## src/design/wtmc_pkg.sv

```systemverilog
`timescale 1ns / 1ps
`default_nettype none
package wtmc_pkg;

	localparam int MAX_DATES  = 256;
	localparam int TRIM_COUNT = 2;
	localparam int VALUE_W    = 16;
	localparam int DAY_W      = 9;
	localparam int CNT_W      = 9;
	localparam int SUM_W      = 24;
	localparam int DIVR_W     = 8;
	localparam int WIN_W      = 11;
	localparam int DIV_STEPS  = SUM_W;
	localparam int STEP_W     = 5;
	localparam int S_TDATA_W  = 32;
	localparam int M_TDATA_W  = 32;
	localparam int CFG_IDX_W  = 1;
	localparam int CFG_DATA_W = 9;

	typedef enum logic [1:0] {
		ST_IDLE,
		ST_LOAD,
		ST_DIV,
		ST_DONE
	} state_t;

	typedef enum logic [CFG_IDX_W-1:0] {
		REG_CENTER_DAY  = 1'b0,
		REG_PERIOD_DAYS = 1'b1
	} cfg_reg_t;

	typedef struct packed {
		logic accept;
		logic load;
		logic step;
		logic finish;
	} cmd_t;

	typedef struct packed {
		logic step_last;
		logic out_free;
	} status_t;

endpackage
`default_nettype wire

```

## src/design/wtmc_ctrl.sv

```systemverilog
`timescale 1ns / 1ps
`default_nettype none
module wtmc_ctrl (
	input  wire             clk,
	input  wire             arst_n,
	input  wire             s_axis_tvalid,
	input  wire             s_axis_tlast,
	output logic            s_axis_tready,
	input  wtmc_pkg::status_t st,
	output wtmc_pkg::cmd_t  cmd
);
	import wtmc_pkg::*;

	state_t state_q, state_nxt;

	always_ff @(posedge clk or negedge arst_n) begin
		if (!arst_n) begin
			state_q <= ST_IDLE;
		end else begin
			state_q <= state_nxt;
		end
	end

	always_comb begin
		state_nxt = state_q;
		unique case (state_q)
			ST_IDLE: begin
				if (s_axis_tvalid && s_axis_tlast) state_nxt = ST_LOAD;
			end
			ST_LOAD: begin
				state_nxt = ST_DIV;
			end
			ST_DIV: begin
				if (st.step_last) state_nxt = ST_DONE;
			end
			ST_DONE: begin
				if (st.out_free) state_nxt = ST_IDLE;
			end
			default: state_nxt = ST_IDLE;
		endcase
	end

	always_comb begin
		s_axis_tready = 1'b0;
		cmd           = '0;
		unique case (state_q)
			ST_IDLE: begin
				s_axis_tready = 1'b1;
				cmd.accept    = s_axis_tvalid;
			end
			ST_LOAD: begin
				cmd.load = 1'b1;
			end
			ST_DIV: begin
				cmd.step = 1'b1;
			end
			ST_DONE: begin
				cmd.finish = st.out_free;
			end
			default: begin
				cmd = '0;
			end
		endcase
	end

endmodule
`default_nettype wire

```

## src/design/wtmc_dp.sv

```systemverilog
`timescale 1ns / 1ps
`default_nettype none
module wtmc_dp (
	input  wire                                 clk,
	input  wire                                 arst_n,
	input  wire                                 cfg_we,
	input  wire  [wtmc_pkg::CFG_IDX_W-1:0]      cfg_index,
	input  wire  [wtmc_pkg::CFG_DATA_W-1:0]     cfg_data,
	input  wire  [wtmc_pkg::S_TDATA_W-1:0]      s_axis_tdata,
	output logic                                m_axis_tvalid,
	input  wire                                 m_axis_tready,
	output logic [wtmc_pkg::M_TDATA_W-1:0]      m_axis_tdata,
	input  wtmc_pkg::cmd_t                      cmd,
	output wtmc_pkg::status_t                   st
);
	import wtmc_pkg::*;

	logic [DAY_W-1:0]   center_q, period_q;
	logic [SUM_W-1:0]   sum_q;
	logic [VALUE_W-1:0] min_q, max_q;
	logic [CNT_W-1:0]   cnt_q;

	logic [SUM_W-1:0]   dvd_q;
	logic [DIVR_W-1:0]  divisor_q, rem_q;
	logic [STEP_W-1:0]  step_q;
	logic [CNT_W-1:0]   res_cnt_q;
	logic [VALUE_W-1:0] res_min_q;

	logic               out_valid_q;
	logic [VALUE_W-1:0] out_value_q;
	logic [CNT_W-1:0]   out_cnt_q;

	logic [VALUE_W-1:0]      in_value;
	logic [DAY_W-1:0]        in_day;
	logic signed [WIN_W-1:0] win_lo, win_hi, day_s;
	logic                    use_sample;
	logic [CNT_W-1:0]        cnt_trim;
	logic [DIVR_W:0]         shifted;
	logic [DIVR_W+1:0]       diff;
	logic                    ge;
	logic [VALUE_W-1:0]      result;

	assign in_value = s_axis_tdata[VALUE_W-1:0];
	assign in_day   = s_axis_tdata[VALUE_W+DAY_W-1:VALUE_W];

	assign day_s  = $signed({2'b00, in_day});
	assign win_lo = $signed({2'b00, center_q}) - $signed({3'b000, period_q[DAY_W-1:1]});
	assign win_hi = win_lo + $signed({2'b00, period_q});

	assign use_sample = (in_value != '0) && (day_s >= win_lo) && (day_s <= win_hi)
		&& (cnt_q < CNT_W'(MAX_DATES));

	assign cnt_trim = cnt_q - CNT_W'(TRIM_COUNT);

	assign shifted = {rem_q, dvd_q[SUM_W-1]};
	assign diff    = {1'b0, shifted} - {2'b00, divisor_q};
	assign ge      = !diff[DIVR_W+1];

	always_comb begin
		if (res_cnt_q > CNT_W'(TRIM_COUNT)) begin
			result = dvd_q[VALUE_W-1:0];
		end else if (res_cnt_q == CNT_W'(TRIM_COUNT)) begin
			result = res_min_q;
		end else begin
			result = '0;
		end
	end

	// configuration
	always_ff @(posedge clk or negedge arst_n) begin
		if (!arst_n) begin
			center_q <= '0;
			period_q <= '0;
		end else if (cfg_we) begin
			unique case (cfg_reg_t'(cfg_index))
				REG_CENTER_DAY:  center_q <= cfg_data;
				REG_PERIOD_DAYS: period_q <= cfg_data;
				default: ;
			endcase
		end
	end

	// series accumulators
	always_ff @(posedge clk or negedge arst_n) begin
		if (!arst_n) begin
			sum_q <= '0;
			min_q <= '1;
			max_q <= '0;
			cnt_q <= '0;
		end else if (cmd.load) begin
			sum_q <= '0;
			min_q <= '1;
			max_q <= '0;
			cnt_q <= '0;
		end else if (cmd.accept && use_sample) begin
			sum_q <= sum_q + {{(SUM_W-VALUE_W){1'b0}}, in_value};
			if (in_value < min_q) min_q <= in_value;
			if (in_value > max_q) max_q <= in_value;
			cnt_q <= cnt_q + CNT_W'(1);
		end
	end

	// restoring divider, one quotient bit a cycle
	always_ff @(posedge clk) begin
		if (cmd.load) begin
			dvd_q     <= sum_q - {{(SUM_W-VALUE_W){1'b0}}, min_q}
				- {{(SUM_W-VALUE_W){1'b0}}, max_q};
			divisor_q <= cnt_trim[DIVR_W-1:0];
			rem_q     <= '0;
			step_q    <= '0;
			res_cnt_q <= cnt_q;
			res_min_q <= min_q;
		end else if (cmd.step) begin
			rem_q  <= ge ? diff[DIVR_W-1:0] : shifted[DIVR_W-1:0];
			dvd_q  <= {dvd_q[SUM_W-2:0], ge};
			step_q <= step_q + STEP_W'(1);
		end
	end

	assign st.step_last = (step_q == STEP_W'(DIV_STEPS - 1));
	assign st.out_free  = !out_valid_q || m_axis_tready;

	// output word register
	always_ff @(posedge clk or negedge arst_n) begin
		if (!arst_n) begin
			out_valid_q <= 1'b0;
		end else if (cmd.finish) begin
			out_valid_q <= 1'b1;
		end else if (m_axis_tready) begin
			out_valid_q <= 1'b0;
		end
	end

	always_ff @(posedge clk) begin
		if (cmd.finish) begin
			out_value_q <= result;
			out_cnt_q   <= res_cnt_q;
		end
	end

	assign m_axis_tvalid = out_valid_q;
	assign m_axis_tdata  = {{(M_TDATA_W-VALUE_W-CNT_W){1'b0}}, out_cnt_q, out_value_q};

endmodule
`default_nettype wire

```

## src/design/windowed_trimmed_mean_composite.sv

```systemverilog
// Per-pixel trimmed-mean compositor. Feed the samples of one pixel series in
// date order, one word each; tlast marks the final sample. A sample counts when
// its value is nonzero and its day lies in [center - period/2, that + period];
// at most 256 samples a series are counted. Non-final words are taken back to
// back while the block is idle. The final word starts a bit-serial divide of
// 24 steps, so after it no word is taken until the load, the divide steps and
// the hand-over of the result to the output register are done (the hand-over
// waits while the previous result still waits there); the result word may
// then wait in the output register while the next series streams in.
// Configuration writes are to be made only while the block is idle.
`timescale 1ns / 1ps
`default_nettype none
module windowed_trimmed_mean_composite (
	input  wire                                clk,
	input  wire                                arst_n,
	input  wire                                cfg_we,
	input  wire  [wtmc_pkg::CFG_IDX_W-1:0]     cfg_index,
	input  wire  [wtmc_pkg::CFG_DATA_W-1:0]    cfg_data,
	input  wire                                s_axis_tvalid,
	output logic                               s_axis_tready,
	input  wire  [wtmc_pkg::S_TDATA_W-1:0]     s_axis_tdata,  // sample_value, sample_day
	input  wire                                s_axis_tlast,  // last_sample
	output logic                               m_axis_tvalid,
	input  wire                                m_axis_tready,
	output logic [wtmc_pkg::M_TDATA_W-1:0]     m_axis_tdata   // composite_value, used_count
);
	import wtmc_pkg::*;

	cmd_t    cmd;
	status_t st;

	wtmc_ctrl u_ctrl (
		.clk           (clk),
		.arst_n        (arst_n),
		.s_axis_tvalid (s_axis_tvalid),
		.s_axis_tlast  (s_axis_tlast),
		.s_axis_tready (s_axis_tready),
		.st            (st),
		.cmd           (cmd)
	);

	wtmc_dp u_dp (
		.clk           (clk),
		.arst_n        (arst_n),
		.cfg_we        (cfg_we),
		.cfg_index     (cfg_index),
		.cfg_data      (cfg_data),
		.s_axis_tdata  (s_axis_tdata),
		.m_axis_tvalid (m_axis_tvalid),
		.m_axis_tready (m_axis_tready),
		.m_axis_tdata  (m_axis_tdata),
		.cmd           (cmd),
		.st            (st)
	);

	a_finish_shows: assert property (@(posedge clk) disable iff (!arst_n)
		cmd.finish |=> m_axis_tvalid)
		else $error("result not presented after finish");

	a_busy_after_load: assert property (@(posedge clk) disable iff (!arst_n)
		cmd.load |=> !s_axis_tready)
		else $error("input taken during divide");

	a_few_is_zero: assert property (@(posedge clk) disable iff (!arst_n)
		(m_axis_tvalid && (m_axis_tdata[VALUE_W+CNT_W-1:VALUE_W] < CNT_W'(TRIM_COUNT)))
		|-> (m_axis_tdata[VALUE_W-1:0] == '0))
		else $error("nonzero composite with too few samples");

	a_step_in_div: assert property (@(posedge clk) disable iff (!arst_n)
		(cmd.step && st.step_last) |=> !cmd.step)
		else $error("divider ran past its last step");

endmodule
`default_nettype wire
```

## config.mk

```make
export PLATFORM = sky130hd
export DESIGN_NAME = windowed_trimmed_mean_composite
export DESIGN_NICKNAME = d
export VERILOG_FILES = /design/src/design/wtmc_pkg.sv /design/src/design/wtmc_ctrl.sv /design/src/design/wtmc_dp.sv /design/src/design/windowed_trimmed_mean_composite.sv
export SDC_FILE = /design/constraint.sdc
export NUM_CORES = 1
export LEC_CHECK = 0
export ABC_CLOCK_PERIOD_IN_PS = 9880
export BUFFER_PORTS_ARGS = -buffer_cell sky130_fd_sc_hd__buf_2
export CAP_MARGIN = 0
export CORE_UTILIZATION = 55
export DETAILED_ROUTE_END_ITERATION = 7
export PLACE_DENSITY = 0.71
export SYNTH_ARGS = -nofsm -noshare
export SYNTH_HDL_FRONTEND = slang
export SYNTH_SLANG_ARGS = --single-unit
```

## constraint.sdc

```tcl
create_clock -name clk -period 9.88 [get_ports clk]
set_input_delay 1.976 -clock clk [delete_from_list [all_inputs] [get_ports clk]]
set_output_delay 1.976 -clock clk [all_outputs]
set_load 0.01 [all_outputs]
```

# --- Word-level counts from Yosys, hierarchy flattened ---
# Cells that the tools add are included.
word_totals:
  register_bits: 181
  wordCells: 86
  output_inout_bits: 34
  input_bits: 48
op_classes:
  mux: 26
  n_lt_le_gt_ge: 6
  reduce_logical: 20
  n_bitwise: 1
  eq_ne: 8
  addsub: 9
op_table:
  columns: ["operator", "count"]
  rows:
  - ["$mux W16", 8]
  - ["$mux W24", 4]
  - ["$sub A24 B16 Y24", 2]
  - ["$add A24 B16 Y24", 1]
  - ["$sub A9 B8 Y10", 2]
  - ["$mux W9", 2]
  - ["$gt A16 B16 Y1", 1]
  - ["$lt A16 B16 Y1", 1]
  - ["$reduce_bool A16 Y1", 1]
  - ["$add A11 B10 Y11", 1]
  - ["$ge A10 B11 Y1", 1]
  - ["$le A10 B11 Y1", 1]
  - ["$reduce_bool A2 Y1", 5]
  - ["$add A9 B1 Y9 const B", 1]
  - ["$eq A9 B2 Y1 const B", 1]
  - ["$gt A9 B2 Y1 const B", 1]
  - ["$lt A9 B9 Y1 const B", 1]
  - ["$mux W8", 1]
  - ["$pmux W2 S4", 1]
  - ["$reduce_and A2 Y1", 4]
  - ["$sub A8 B2 Y8 const B", 1]
  - ["$mux W1", 7]
  - ["$mux W2", 3]
  - ["$add A5 B1 Y5 const B", 1]
  - ["other kinds (11)", 18]

# --- Longest topological paths before layout ---
# Gate-level depths: netlist (run 1).
logic_depth:
  ltp_word: 8
  mapped_depth: 25
  ltp_nobuf: 23

# --- Modules after synthesis ---
# Synthesis (run 1) repeated with hierarchy kept, for this count alone.
hier_totals:
  hier_cells: 1108
  hier_area_um2: 11611.1
by_module_without_submodules:
  columns: ["mod", "seq_area_each_um2", "cells_per_inst", "n_inst", "area_each_um2"]
  rows:
  - ["wtmc_dp", 4814.6, 1090, 1, 11432.2]
  - ["wtmc_ctrl", 50.0, 18, 1, 178.9]

# --- Least setup slack after synthesis (run 1) ---
# No wires, ideal clock.
synth_path:
  path_type: "register to register"
  startpoint: "reg u_dp.period_q[1]"
  endpoint: "reg u_dp.min_q[10]"
  setup_slack_ns: 4.848
  setup_time_ns: 0.075
  path_buffers: 2
  required_ns: 9.805
  synth_period_minus_slack_ns: 5.032
  arrival_time_ns: 4.957
  stages_incl_launch_ff: 22
  path_cell_list: "dfrtp_1 -> ha_1 -> fa_1 -> nor2b_1 -> o21ai_0 -> nand2b_1 -> xor2_1 -> ha_1 -> o21a_1 -> o31a_2 -> nor4_1 -> nor3_1 -> a21oi_1 -> xor2_1 -> ha_1 -> a2111o_1 -> o221a_4 -> or3_4 -> buf_6 -> a211oi_4 -> buf_6 -> mux2i_1"
synth_between:
  elab_chain_cells: 8
  elab_cells_between_ends: 10
  classes_between: "2 x add/sub; 2 x order compare; 6 x reduce/logical"
synth_lines:
  columns: ["item", "line_no", "source"]
  rows:
  - ["start: declaration", "wtmc_dp.sv:18", "logic [DAY_W-1:0] center_q, period_q;"]
  - ["start signal: assignment", "wtmc_dp.sv:77", "REG_PERIOD_DAYS: period_q <= cfg_data;"]
  - ["$sub A9 B8 Y10", "wtmc_dp.sv:47", "assign win_lo = $signed({2'b00, center_q}) - $signed({3'b000, period_q[DAY_W-1:1]});"]
  - ["$add A11 B10 Y11 / $ge A10 B11 Y1 (equally long branches)", "wtmc_dp.sv:48, wtmc_dp.sv:50", null]
  - ["$le A10 B11 Y1 / $logic_and A1 B1 Y1 (equally long branches)", "wtmc_dp.sv:50", "assign use_sample = (in_value != '0) && (day_s >= win_lo) && (day_s <= win_hi)"]
  - ["$logic_and A1 B1 Y1 *", "wtmc_dp.sv:50", null]
  - ["$logic_and A1 B1 Y1 *", "wtmc_dp.sv:51", "&& (cnt_q < CNT_W'(MAX_DATES));"]
  - ["$logic_and A1 B1 Y1 *", "wtmc_dp.sv:95", "end else if (cmd.accept && use_sample) begin"]
  - ["$reduce_bool A2 Y1 (no source line) *", null, null]
  - ["$reduce_and A2 Y1 (no source line) *", null, null]
  - ["end signal: assignment", "wtmc_dp.sv:97", "if (in_value < min_q) min_q <= in_value;"]
  - ["end: declaration", "wtmc_dp.sv:20", "logic [VALUE_W-1:0] min_q, max_q;"]
# Mark *: on every way between the ends. The rest lies on a longest branch, timed or not.
# A chain may end at the register's enable or synchronous reset.

# --- Worst setup path after layout (run 1) ---
# Same ends and word-level chain as after synthesis.

==> results.py, run 1 <==
metrics = {
    "placed_design": {
        "gp_congestion": 0.871,
        "portBuffers": 67,
        "dp_hpwl_um": 18500,
        "place_ws_ps": 3980,
    },
    "global_route": {
        "antenna_found_initial": 0,
        "grt_use_total": 0.238,
        "grt_overflow_total": 0,
        "grt_pass1_wl_um": 41100,
        "grt_max_degree": 96,
        "first_global_vias": 8115,
    },
    "logic_synthesis": {
        "synthCells": 1151,
        "synth.avg_cell_area_sq_um": 10.2,
        "yosysSeqAreaShare": 0.414,
        "yosysWarningCount": 0,
        "ys_ff_latch": 180,
        "synth_edf_count": 81,
        "netlist_area_sq_mm": 0.0117,
        "synth_ff_type": "edfxtp_1",
        "async_reset_ff_frac": 0.478,
        "synth_top_cell_by_area": "edfxtp_1",
        "synth_cell_types": 73,
        "synthTopCellsByArea": "edfxtp_1 (21%), dfrtp_1 (15%), ha_1 (13%)",
        "synth_top_cell_area_share": 0.207,
    },
    "cells_and_area": {
        "diodes": 0,
        "mostFrequentLayoutCells": "ha_1 (118), nor2_1 (102), a21oi_1 (87)",
        "mostFrequentLayoutCell": "ha_1",
        "layout-drive-gt1-share": 0.145,
        "area_growth_pct": 9.46,
        "fillers": 1802,
        "nets": 1391,
    },
    "clock_network": {
        "post-cts-setup-buffer-count": 0,
        "cts_resized": 0,
        "clock_latency_ps": 440,
        "cts_sinks": 180,
        "postCtsHoldBufs": 0,
        "htree_levels": 4,
        "cts_buffer_depth": 2,
        "cts.clk_slew.worst_paths_ps": 70,
        "root_buffer": "clkbuf_16",
        "tritoncts": "yes",
        "cts_made_buffers": 17,
    },
    "flow_run": {
        "drv_cap": 0,
    },
    "setup_path": {
        "start_kind": "flop",
        "crit_required_ps": 10240,
        "slowest_stage": "a211oi_4",
        "max_stage_delay_ps": 970,
        "cp_max_fo": 38,
        "cp_common_cell": "ha_1",
        "crit_path_cell_trace": "ha_1 -> fa_1 -> nor2b_1 -> o21ai_0 -> nand2b_1 -> xor2_1 -> ha_1 -> o21a_1 -> o31a_2 -> nor4_1 -> nor3_1 -> a21oi_1 -> xor2_1 -> ha_1 -> a2111o_1 -> o221a_4 -> or3_4 -> a211oi_4 -> mux2i_1",
        "critPathKind": "flop to flop",
        "worstSetupEndpointType": "flop",
        "path_buf_inv": 0,
        "crit_arrival_ps": 6280,
        "cp_top_family": "compound AO/OA/AOI/OAI gates",
    },
    "timing": {
        "rsz0062_at_grt": "no",
        "maxSlewViolCount": 0,
        "setup_ws_ps": 3960,
        "tns_ps": 0,
        "fin_crit_sh": 0.599,
        "fmax_ghz": 0.169,
        "max_slew_margin": 0.251,
        "setup_viol": 0,
        "hold_viol": 0,
        "skew_ps": 15.2,
        "fin_crit_ps": 5920,
        "worst_pin_slew_ps": 1120,
    },
    "die": {
        "dieArea_sq_mm": 0.0219,
        "fp.dieW_um": 148,
        "boundaryPins": 82,
        "die_y_um": 148,
        "rows": 53,
        "core_area_sq_mm": 0.0210,
        "start_util": 0.560,
    },
    "detailed_routing": {
        "avgViaCountPerCell": 5.76,
        "wire_per_inst_um": 16.6,
        "dr.pass1.iters": 5,
        "drc_errors": 0,
        "vias": 8594,
        "ant_nets": 0,
        "drtIter0Drc": 531,
        "wirelength_um": 24800,
    },
    "status": {
        "outcome": "completed",
    },
    "pwr": {
        "leakagePower_nw": 5.56,
        "cellPowerDensity_mw_per_mm2": 329,
        "vdd.ir_drop.worst_v": 0.000150,
    },
    "min_path": {
        "hp-class": "flop to flop",
    },
}
## worst reg2reg max path, cell delays in order (launching register included)
cell      delay [ps]
dfrtp_1          440
ha_1             250
fa_1             400
nor2b_1          120
o21ai_0           80
nand2b_1         110
xor2_1           210
ha_1             310
o21a_1           120
o31a_2           120
nor4_1           370
nor3_1           120
a21oi_1          190
xor2_1           160
ha_1             270
a2111o_1         400
o221a_4          330
or3_4            560
a211oi_4         980
mux2i_1          310
## path summary, 6_finish.rpt
check                                  start                end  slack (ps)  cells past startpoint
setup / recovery            u_dp.period_q[1]     u_dp.min_q[10]        3960                     19
hold / removal             u_dp.res_cnt_q[3]  u_dp.out_cnt_q[3]         450                      0
setup reg to reg            u_dp.period_q[1]     u_dp.min_q[10]        3960                     19
hold reg to reg            u_dp.res_cnt_q[3]  u_dp.out_cnt_q[3]         450                      0
max in group asynchronous             arst_n      u_dp.max_q[5]        7330                      2
min in group asynchronous             arst_n     u_dp.max_q[13]        1400                      1
## sequential cells by signal (all words and copies together) (netlist names), 2 cells and up
name,cells
u_dp.res_min_q,16
u_dp.min_q,16
u_dp.res_cnt_q,9
u_dp.divisor_q,7
u_dp.step_q,5
u_dp.out_value_q,16
u_dp.sum_q,24
u_dp.dvd_q,24
u_dp.max_q,16
u_dp.cnt_q,9
u_dp.out_cnt_q,9
u_dp.center_q,9
u_dp.period_q,9
u_dp.rem_q,8
u_ctrl.state_q,2
## per-stage QoR
step                hold slack (ps)  utilization  instance area, sq um  std cells  power (W)
CTS                             457        0.613                 12900       1491    0.00424
floorplan                       423            -                 11800       1157    0.00302
finish                          454        0.613                 12900       1491    0.00423
global placement                436        0.586                 12300       1460    0.00350
global route                    479        0.613                 12900       1491    0.00459
detailed placement              440        0.586                 12300       1460    0.00357
## per-layer routing
layer	vias to the layer above	global-route usage	share of wire
met5	-	0	0
met4	0	0.0763	0.017
met3	36	0.0368	0.040
met2	193	0.363	0.44
met1	4108	0.347	0.50
li1	4257	-	-
## cell type report
cell class | count | area (sq um) | share of cell area
clock buffer | 17 | 425 | 0.0331
clock inverter | 14 | 136 | 0.0106
inverter | 81 | 304 | 0.0237
multi-input combinational | 853 | 6410 | 0.499
sequential | 180 | 4860 | 0.379
tap | 275 | 344 | 0.0268
timing repair buffer | 71 | 368 | 0.0286
## cells by family (layout without fill, tap and decap cells)
family | Yosys count | in the layout | share of synthesized area
AND/OR/NAND/NOR | 317 | 317 | 0.132
AO/OA/AOI/OAI | 277 | 277 | 0.154
flip-flops | 180 | 180 | 0.414
adder cells (fa/ha/maj) | 139 | 139 | 0.161
buffers and inverters | 124 | 183 | 0.0436
multiplexers | 57 | 57 | 0.0525
XOR/XNOR | 56 | 56 | 0.0418
other | 1 | 7 | 0.000319
## power breakdown
part / leakage (nW) / internal, W / switching (W)
clock: 0.267 / 0.000333 / 0.000319
combinational: 3.38 / 0.000977 / 0.00136
sequential: 1.91 / 0.00110 / 0.000145
## cell usage after synthesis, types with 15 or more instances
master    instances
nor3_1           23
o21ai_0          62
nand2_1          58
ha_1            119
xor2_1           18
o21a_1           15
nand2b_1         16
nor2b_1          19
fa_1             20
a21oi_1          87
a21o_1           21
nor2_1          102
inv_1            81
edfxtp_1         81
clkbuf_1         27
nand3_1          29
mux2_2           34
a211oi_1         16
xnor2_1          38
a22o_1           16
mux2i_1          22
dfstp_2          16
dfrtp_1          70
No activity file was read; power rests on OpenSTA's default activity.
==> inputs of run 2 (changes only) <==
--- a/config.mk
+++ b/config.mk
@@ -5,12 +5,12 @@
 export SDC_FILE = /design/constraint.sdc
 export NUM_CORES = 1
 export LEC_CHECK = 0
-export ABC_CLOCK_PERIOD_IN_PS = 9880
+export ABC_CLOCK_PERIOD_IN_PS = 5050
 export BUFFER_PORTS_ARGS = -buffer_cell sky130_fd_sc_hd__buf_2
 export CAP_MARGIN = 0
 export CORE_UTILIZATION = 55
 export DETAILED_ROUTE_END_ITERATION = 7
-export PLACE_DENSITY = 0.71
+export PLACE_DENSITY = 0.74
 export SYNTH_ARGS = -nofsm -noshare
 export SYNTH_HDL_FRONTEND = slang
 export SYNTH_SLANG_ARGS = --single-unit
==> constraint.sdc (replaced) <==
create_clock -name clk -period 5.05 [get_ports clk]
set_input_delay 1.01 -clock clk [delete_from_list [all_inputs] [get_ports clk]]
set_output_delay 1.01 -clock clk [all_outputs]
set_load 0.01 [all_outputs]
==> run 2 against run 1 <==
Non-clock buffer count up 18. Sequential share of layout area down 0.76 points. First-iteration DRC count down 12%. Critical path depth up 1. Die area unchanged. Global-route usage down 0.61 points. Maximum frequency up 21%. Setup slack worse by 3800 ps. Register-to-register slack worse by 3800 ps. Utilization up 1.3 points. Critical path type unchanged. Critical endpoint is now u_dp.sum_q[4].
==> results.py, run 2 (synthesis gave the netlist of run 1 again) <==
metrics = {
    "global_route": {
        "grt_use_total": 0.232,
        "antenna_found_initial": 0,
        "grt_max_degree": 76,
        "first_global_vias": 8155,
        "grt_overflow_total": 0,
        "grt_pass1_wl_um": 40100,
    },
    "setup_path": {
        "start_kind": "flop",
        "slowest_stage": "dfrtp_2",
        "worstSetupStartpoint": "u_dp.period_q[2]",
        "worstSetupEndpointType": "flop",
        "crit_path_cell_trace": "buf_6 -> fa_2 -> nor2b_1 -> o21ai_1 -> nand2b_1 -> xor2_1 -> ha_1 -> o21a_1 -> o31a_2 -> nor4_4 -> nor3_1 -> a21oi_1 -> xor2_1 -> ha_1 -> a2111o_1 -> o221a_4 -> or3_4 -> buf_4 -> or3_1 -> a21oi_2",
        "max_stage_delay_ps": 420,
        "r2r_end": "u_dp.sum_q[4]",
        "crit_arrival_ps": 5230,
        "rr_startpoint": "u_dp.period_q[2]",
        "critPathKind": "flop to flop",
        "path_buf_inv": 2,
        "cp-endpoint": "u_dp.sum_q[4]",
        "ff2ff_setup_slack_ps": 170,
        "crit_required_ps": 5400,
        "path_depth": 20,
        "cp_max_fo": 7,
        "r2r.worst_path.cells": 20,
        "cp_top_family": "simple AND/OR/NAND/NOR gates",
    },
    "flow_run": {
        "drv_cap": 0,
    },
    "pwr": {
        "p_switching_w": 0.00359,
        "switching_share": 0.426,
        "power_w": 0.00843,
        "leakagePower_nw": 5.68,
        "combPwrFrac": 0.558,
        "cellPowerDensity_mw_per_mm2": 642,
        "seqPwrFrac": 0.289,
        "clock_power_share": 0.153,
        "p_int_w": 0.00484,
        "vdd.ir_drop.worst_v": 0.000335,
    },
    "detailed_routing": {
        "avgViaCountPerCell": 5.79,
        "wire_per_inst_um": 16.4,
        "vias": 8750,
        "drc_errors": 0,
        "dr.pass1.iters": 5,
        "wirelength_um": 24800,
        "drtIter0Drc": 469,
        "ant_nets": 0,
    },
    "clock_network": {
        "cts_made_buffers": 17,
        "cts_buffer_depth": 2,
        "cts.clk_slew.worst_paths_ps": 70,
        "root_buffer": "clkbuf_16",
        "htree_levels": 4,
        "cts_sinks": 180,
        "tritoncts": "yes",
        "postCtsHoldBufs": 0,
        "clock_latency_ps": 440,
    },
    "timing": {
        "max_slew_margin": 0.250,
        "hold_viol": 0,
        "rsz0062_at_grt": "yes",
        "setup_ws_ps": 174,
        "worst_pin_slew_ps": 1120,
        "setup_viol": 0,
        "holdWs_ps": 457,
        "skew_ps": 8.89,
        "fmax_ghz": 0.205,
        "fin_crit_sh": 0.966,
        "maxSlewViolCount": 0,
        "fin_crit_ps": 4880,
    },
    "die": {
        "core_area_sq_mm": 0.0210,
        "boundaryPins": 82,
        "start_util": 0.560,
        "fp.dieW_um": 148,
        "rows": 53,
        "dieArea_sq_mm": 0.0219,
        "die_y_um": 148,
    },
    "min_path": {
        "hp-class": "flop to flop",
    },
    "cells_and_area": {
        "diodes": 0,
        "area_growth_pct": 11.7,
        "nets": 1410,
        "reg_top3": "u_dp.dvd_q: 24 flops, u_dp.sum_q: 24 flops",
        "layout-drive-gt1-share": 0.170,
        "mostFrequentLayoutCell": "ha_1",
        "mostFrequentLayoutCells": "ha_1 (115), nor2_1 (102), a21oi_1 (86)",
    },
    "placed_design": {
        "place_ws_ps": 49.1,
        "gp_congestion": 0.876,
        "portBuffers": 67,
        "dp_hpwl_um": 18600,
    },
    "status": {
        "outcome": "completed",
    },
}
## run 2: changes by cell type in the layout (fill, tap and decap cells not counted), moves of 2 or more
cell	before	now
buf_4	5	18
xor2_1	18	16
ha_1	118	115
xor2_2	0	2
clkinvlp_4	3	1
buf_6	0	4
ha_4	1	3
## run 2: final cells by class
class	instances	area, sq um
fillers	1723	7840
clock inverters	14	139
well taps	275	344
flip-flops and latches	180	4870
clock buffers	18	429
repair buffers	89	531
inverters	81	304
multi-input cells	854	6510
## run 2: power groups by stage
stage	clock, W	sequential (W)	combinational, W
after global placement	0	0.00245	0.00445
after detailed placement	0	0.00246	0.00456
after global routing	0.00137	0.00249	0.00525
final	0.00129	0.00244	0.00470
after CTS	0.00131	0.00243	0.00461
after floorplan	0	0.00239	0.00353
## run 2: per-stage QoR
| stage | setup TNS, ps | area [sq um] | utilization | cells |
|---|---|---|---|---|
| global route | -447 | 13100 | 0.626 | 1511 |
| CTS | 0 | 13000 | 0.619 | 1506 |
| detailed placement | 0 | 12400 | 0.592 | 1474 |
| floorplan | 0 | 11800 | - | 1157 |
| finish | 0 | 13100 | 0.626 | 1511 |
| global placement | 0 | 12400 | 0.592 | 1474 |
## run 2: worst min-delay path by stage
stage / from / end / slack, ps / cells past startpoint
3_5_place_dp: u_dp.res_cnt_q[3] / u_dp.out_cnt_q[3] / 450 / 0
2_1_floorplan: u_dp.cnt_q[3] / u_dp.res_cnt_q[3] / 420 / 0
3_3_place_gp: u_dp.res_cnt_q[1] / u_dp.out_cnt_q[1] / 450 / 0
6_report: u_dp.res_cnt_q[3] / u_dp.out_cnt_q[3] / 460 / 0
4_1_cts: u_dp.res_cnt_q[3] / u_dp.out_cnt_q[3] / 460 / 0
5_1_grt: u_dp.res_cnt_q[4] / u_dp.out_cnt_q[4] / 490 / 0
## run 2: repair_timing
| action | in CTS | in global routing |
|---|---|---|
| cloned | 0 | 2 |
| pin swaps | 0 | 5 |
| setup buffers | 0 | 3 |
| gates resized for setup | 1 | 23 |
| setup endpoints to repair | 1 | 52 |
## run 2: metal layers
| layer | share of wire | GRT usage | routed length (um) |
|---|---|---|---|
| met1 | 0.47 | 0.327 | 11700 |
| met2 | 0.47 | 0.375 | 11600 |
| met3 | 0.049 | 0.0368 | 1220 |
| met4 | 0.014 | 0.0557 | 345 |
| met5 | 0 | 0 | 0 |
==> inputs of run 3 (changes only) <==
--- a/config.mk
+++ b/config.mk
@@ -7,10 +7,12 @@
 export LEC_CHECK = 0
 export ABC_CLOCK_PERIOD_IN_PS = 5050
 export BUFFER_PORTS_ARGS = -buffer_cell sky130_fd_sc_hd__buf_2
-export CAP_MARGIN = 0
+export CAP_MARGIN = 10
 export CORE_UTILIZATION = 55
 export DETAILED_ROUTE_END_ITERATION = 7
+export MAX_ROUTING_LAYER = met4
 export PLACE_DENSITY = 0.74
+export SETUP_SLACK_MARGIN = 0.2
 export SYNTH_ARGS = -nofsm -noshare
 export SYNTH_HDL_FRONTEND = slang
 export SYNTH_SLANG_ARGS = --single-unit
==> run 3 against run 2 <==
The run now ends with design-rule violations left. Global-route usage is 1.1 points higher. Sequential power about the same. Sequential share of layout area is 0.31 points lower. Hold slack improved by 1.5 ps. Critical endpoint is now u_dp.cnt_q[7].
==> results.py, run 3 (synthesis gave the netlist of run 1 again) <==
metrics = {
    "status": {
        "outcome": "complete, but fails checks",
        "violations": "design-rule violations",
    },
    "clock_network": {
        "tritoncts": "yes",
        "clock_latency_ps": 430,
        "cts.clk_slew.worst_paths_ps": 70,
        "cts_made_buffers": 17,
        "postCtsHoldBufs": 0,
        "htree_levels": 4,
        "cts_buffer_depth": 2,
        "root_buffer": "clkbuf_16",
        "cts_sinks": 180,
    },
    "cells_and_area": {
        "reg_top3": "u_dp.dvd_q: 24 flops, u_dp.sum_q: 24 flops",
        "mostFrequentLayoutCells": "ha_1 (115), nor2_1 (101), a21oi_1 (84)",
        "utilization": 0.631,
        "diodes": 0,
        "area_growth_pct": 12.7,
        "nets": 1419,
        "fillers": 1737,
        "fin_cells": 1520,
        "register_area_sq_mm": 0.00486,
        "mostFrequentLayoutCell": "ha_1",
        "multi_input_area_sq_mm": 0.00655,
        "layout-drive-gt1-share": 0.178,
    },
    "die": {
        "dieArea_sq_mm": 0.0219,
        "rows": 53,
        "core_area_sq_mm": 0.0210,
        "start_util": 0.560,
        "die_y_um": 148,
        "fp.dieW_um": 148,
        "boundaryPins": 82,
    },
    "min_path": {
        "hp-class": "flop to flop",
        "hold_path_depth": 0,
        "whs_endpoint": "u_dp.out_cnt_q[5]",
        "min_from": "u_dp.res_cnt_q[5]",
    },
    "detailed_routing": {
        "avgViaCountPerCell": 5.79,
        "dr.pass1.iters": 7,
        "drc_errors": 2,
        "drtIter0Drc": 517,
        "ant_nets": 0,
        "wire_per_inst_um": 16.5,
        "wirelength_um": 25100,
        "vias": 8808,
    },
    "global_route": {
        "antenna_found_initial": 0,
        "grt_use_total": 0.242,
        "grt_pass1_wl_um": 40700,
        "grt_max_degree": 106,
        "first_global_vias": 8190,
        "grt_overflow_total": 0,
    },
    "setup_path": {
        "max_stage_delay_ps": 540,
        "cp_top_family": "simple AND/OR/NAND/NOR gates",
        "crit_required_ps": 5410,
        "worstSetupEndpointType": "flop",
        "r2r_end": "u_dp.cnt_q[7]",
        "start_kind": "flop",
        "crit_path_cell_trace": "inv_2 -> ha_4 -> fa_2 -> nor2b_1 -> o21ai_1 -> nand2b_1 -> a21o_1 -> a21o_1 -> xor2_2 -> ha_1 -> nor2_2 -> nor3_1 -> a21oi_1 -> xor2_1 -> ha_1 -> a2111o_1 -> o221a_4 -> or3_4 -> or4_4 -> a21oi_2",
        "cp_max_fo": 8,
        "critPathKind": "flop to flop",
        "path_buf_inv": 1,
        "slowest_stage": "or4_4",
        "crit_arrival_ps": 5130,
        "r2r.worst_path.cells": 20,
        "rr_startpoint": "u_dp.center_q[0]",
        "ff2ff_setup_slack_ps": 280,
    },
    "timing": {
        "fmax_ghz": 0.210,
        "max_slew_margin": 0.236,
        "skew_ps": 9.66,
        "setup_viol": 0,
        "tns_ps": 0,
        "worst_pin_slew_ps": 1150,
        "hold_viol": 0,
        "fin_crit_sh": 0.944,
        "rsz0062_at_grt": "yes",
        "maxSlewViolCount": 0,
        "fin_crit_ps": 4770,
    },
    "placed_design": {
        "gp_congestion": 0.898,
        "dp_hpwl_um": 18000,
        "placed_cells": 1466,
        "portBuffers": 67,
    },
    "pwr": {
        "vdd.ir_drop.worst_v": 0.000311,
        "cellPowerDensity_mw_per_mm2": 651,
        "leakagePower_nw": 5.73,
    },
    "flow_run": {
        "drv_cap": 0,
    },
}
[run 3: changes by cell type in the layout (fill, tap and decap cells not counted), sizes merged]
cell and delta:
buf +9
[run 3: power by group]
group / internal (W) / leakage [nW] / switching, W
Sequential: 0.00216 / 1.91 / 0.000283
Clock: 0.000656 / 0.275 / 0.000633
Combinational: 0.00211 / 3.54 / 0.00278
[run 3: metrics by stage]
step           area (sq um)  hold WS, ps  setup slack [ps]  total power (W)
2_1_floorplan         11800          423               207          0.00593
3_3_place_gp          12400          433               155          0.00689
3_5_place_dp          12400          442               107          0.00699
4_1_cts               13100          460               207          0.00842
5_1_grt               13200          485              59.3          0.00929
6_report              13200          458               282          0.00862
[run 3: how the worst max path moves through the flow]
stage / end / slack, ps / cells after the start / from
floorplan: u_dp.min_q[10] / 210 / 21 / u_dp.period_q[1]
global placement: u_dp.cnt_q[7] / 150 / 20 / u_dp.center_q[0]
detailed placement: u_dp.cnt_q[7] / 110 / 20 / u_dp.center_q[0]
CTS: u_dp.cnt_q[7] / 210 / 20 / u_dp.center_q[0]
global route: u_dp.cnt_q[7] / 60 / 20 / u_dp.center_q[0]
finish: u_dp.cnt_q[7] / 280 / 20 / u_dp.center_q[0]
[run 3: layout make-up]
class | instances | area share
Timing Repair Buffer | 98 | 0.0456
Inverter | 81 | 0.0230
Tap cell | 275 | 0.0260
Multi-Input combinational cell | 854 | 0.495
Clock inverter | 14 | 0.0101
Sequential cell | 180 | 0.368
Clock buffer | 18 | 0.0324
[run 3: worst register-to-register path: cells and delay by family, from the launching register on]
kind,cells,cell delay (ps)
xor gates and xnor gates,2,410
DFF,1,370
and+or+nand+nor,6,1460
adders and majority gates,4,1090
AOI/OAI and AO/OA,7,1300
buffers and inverters,1,60
[run 3: routing by layer]
metal	wire length [um]	track usage	vias up	part of all wire
met5	0	-	-	0
met4	399	0.0732	0	0.016
met3	1310	0.0331	31	0.052
met2	11400	0.364	220	0.45
met1	12000	0.342	4232	0.48
li1	-	-	4325	-
[run 3: timing repair]
item                       in CTS  in global routing
pin swaps                       3                  6
setup buffers                  13                  8
resized for setup               2                 23
gates cloned                    1                  0
hold endpoints to repair        0                  0
setup endpoints to repair      22                 59
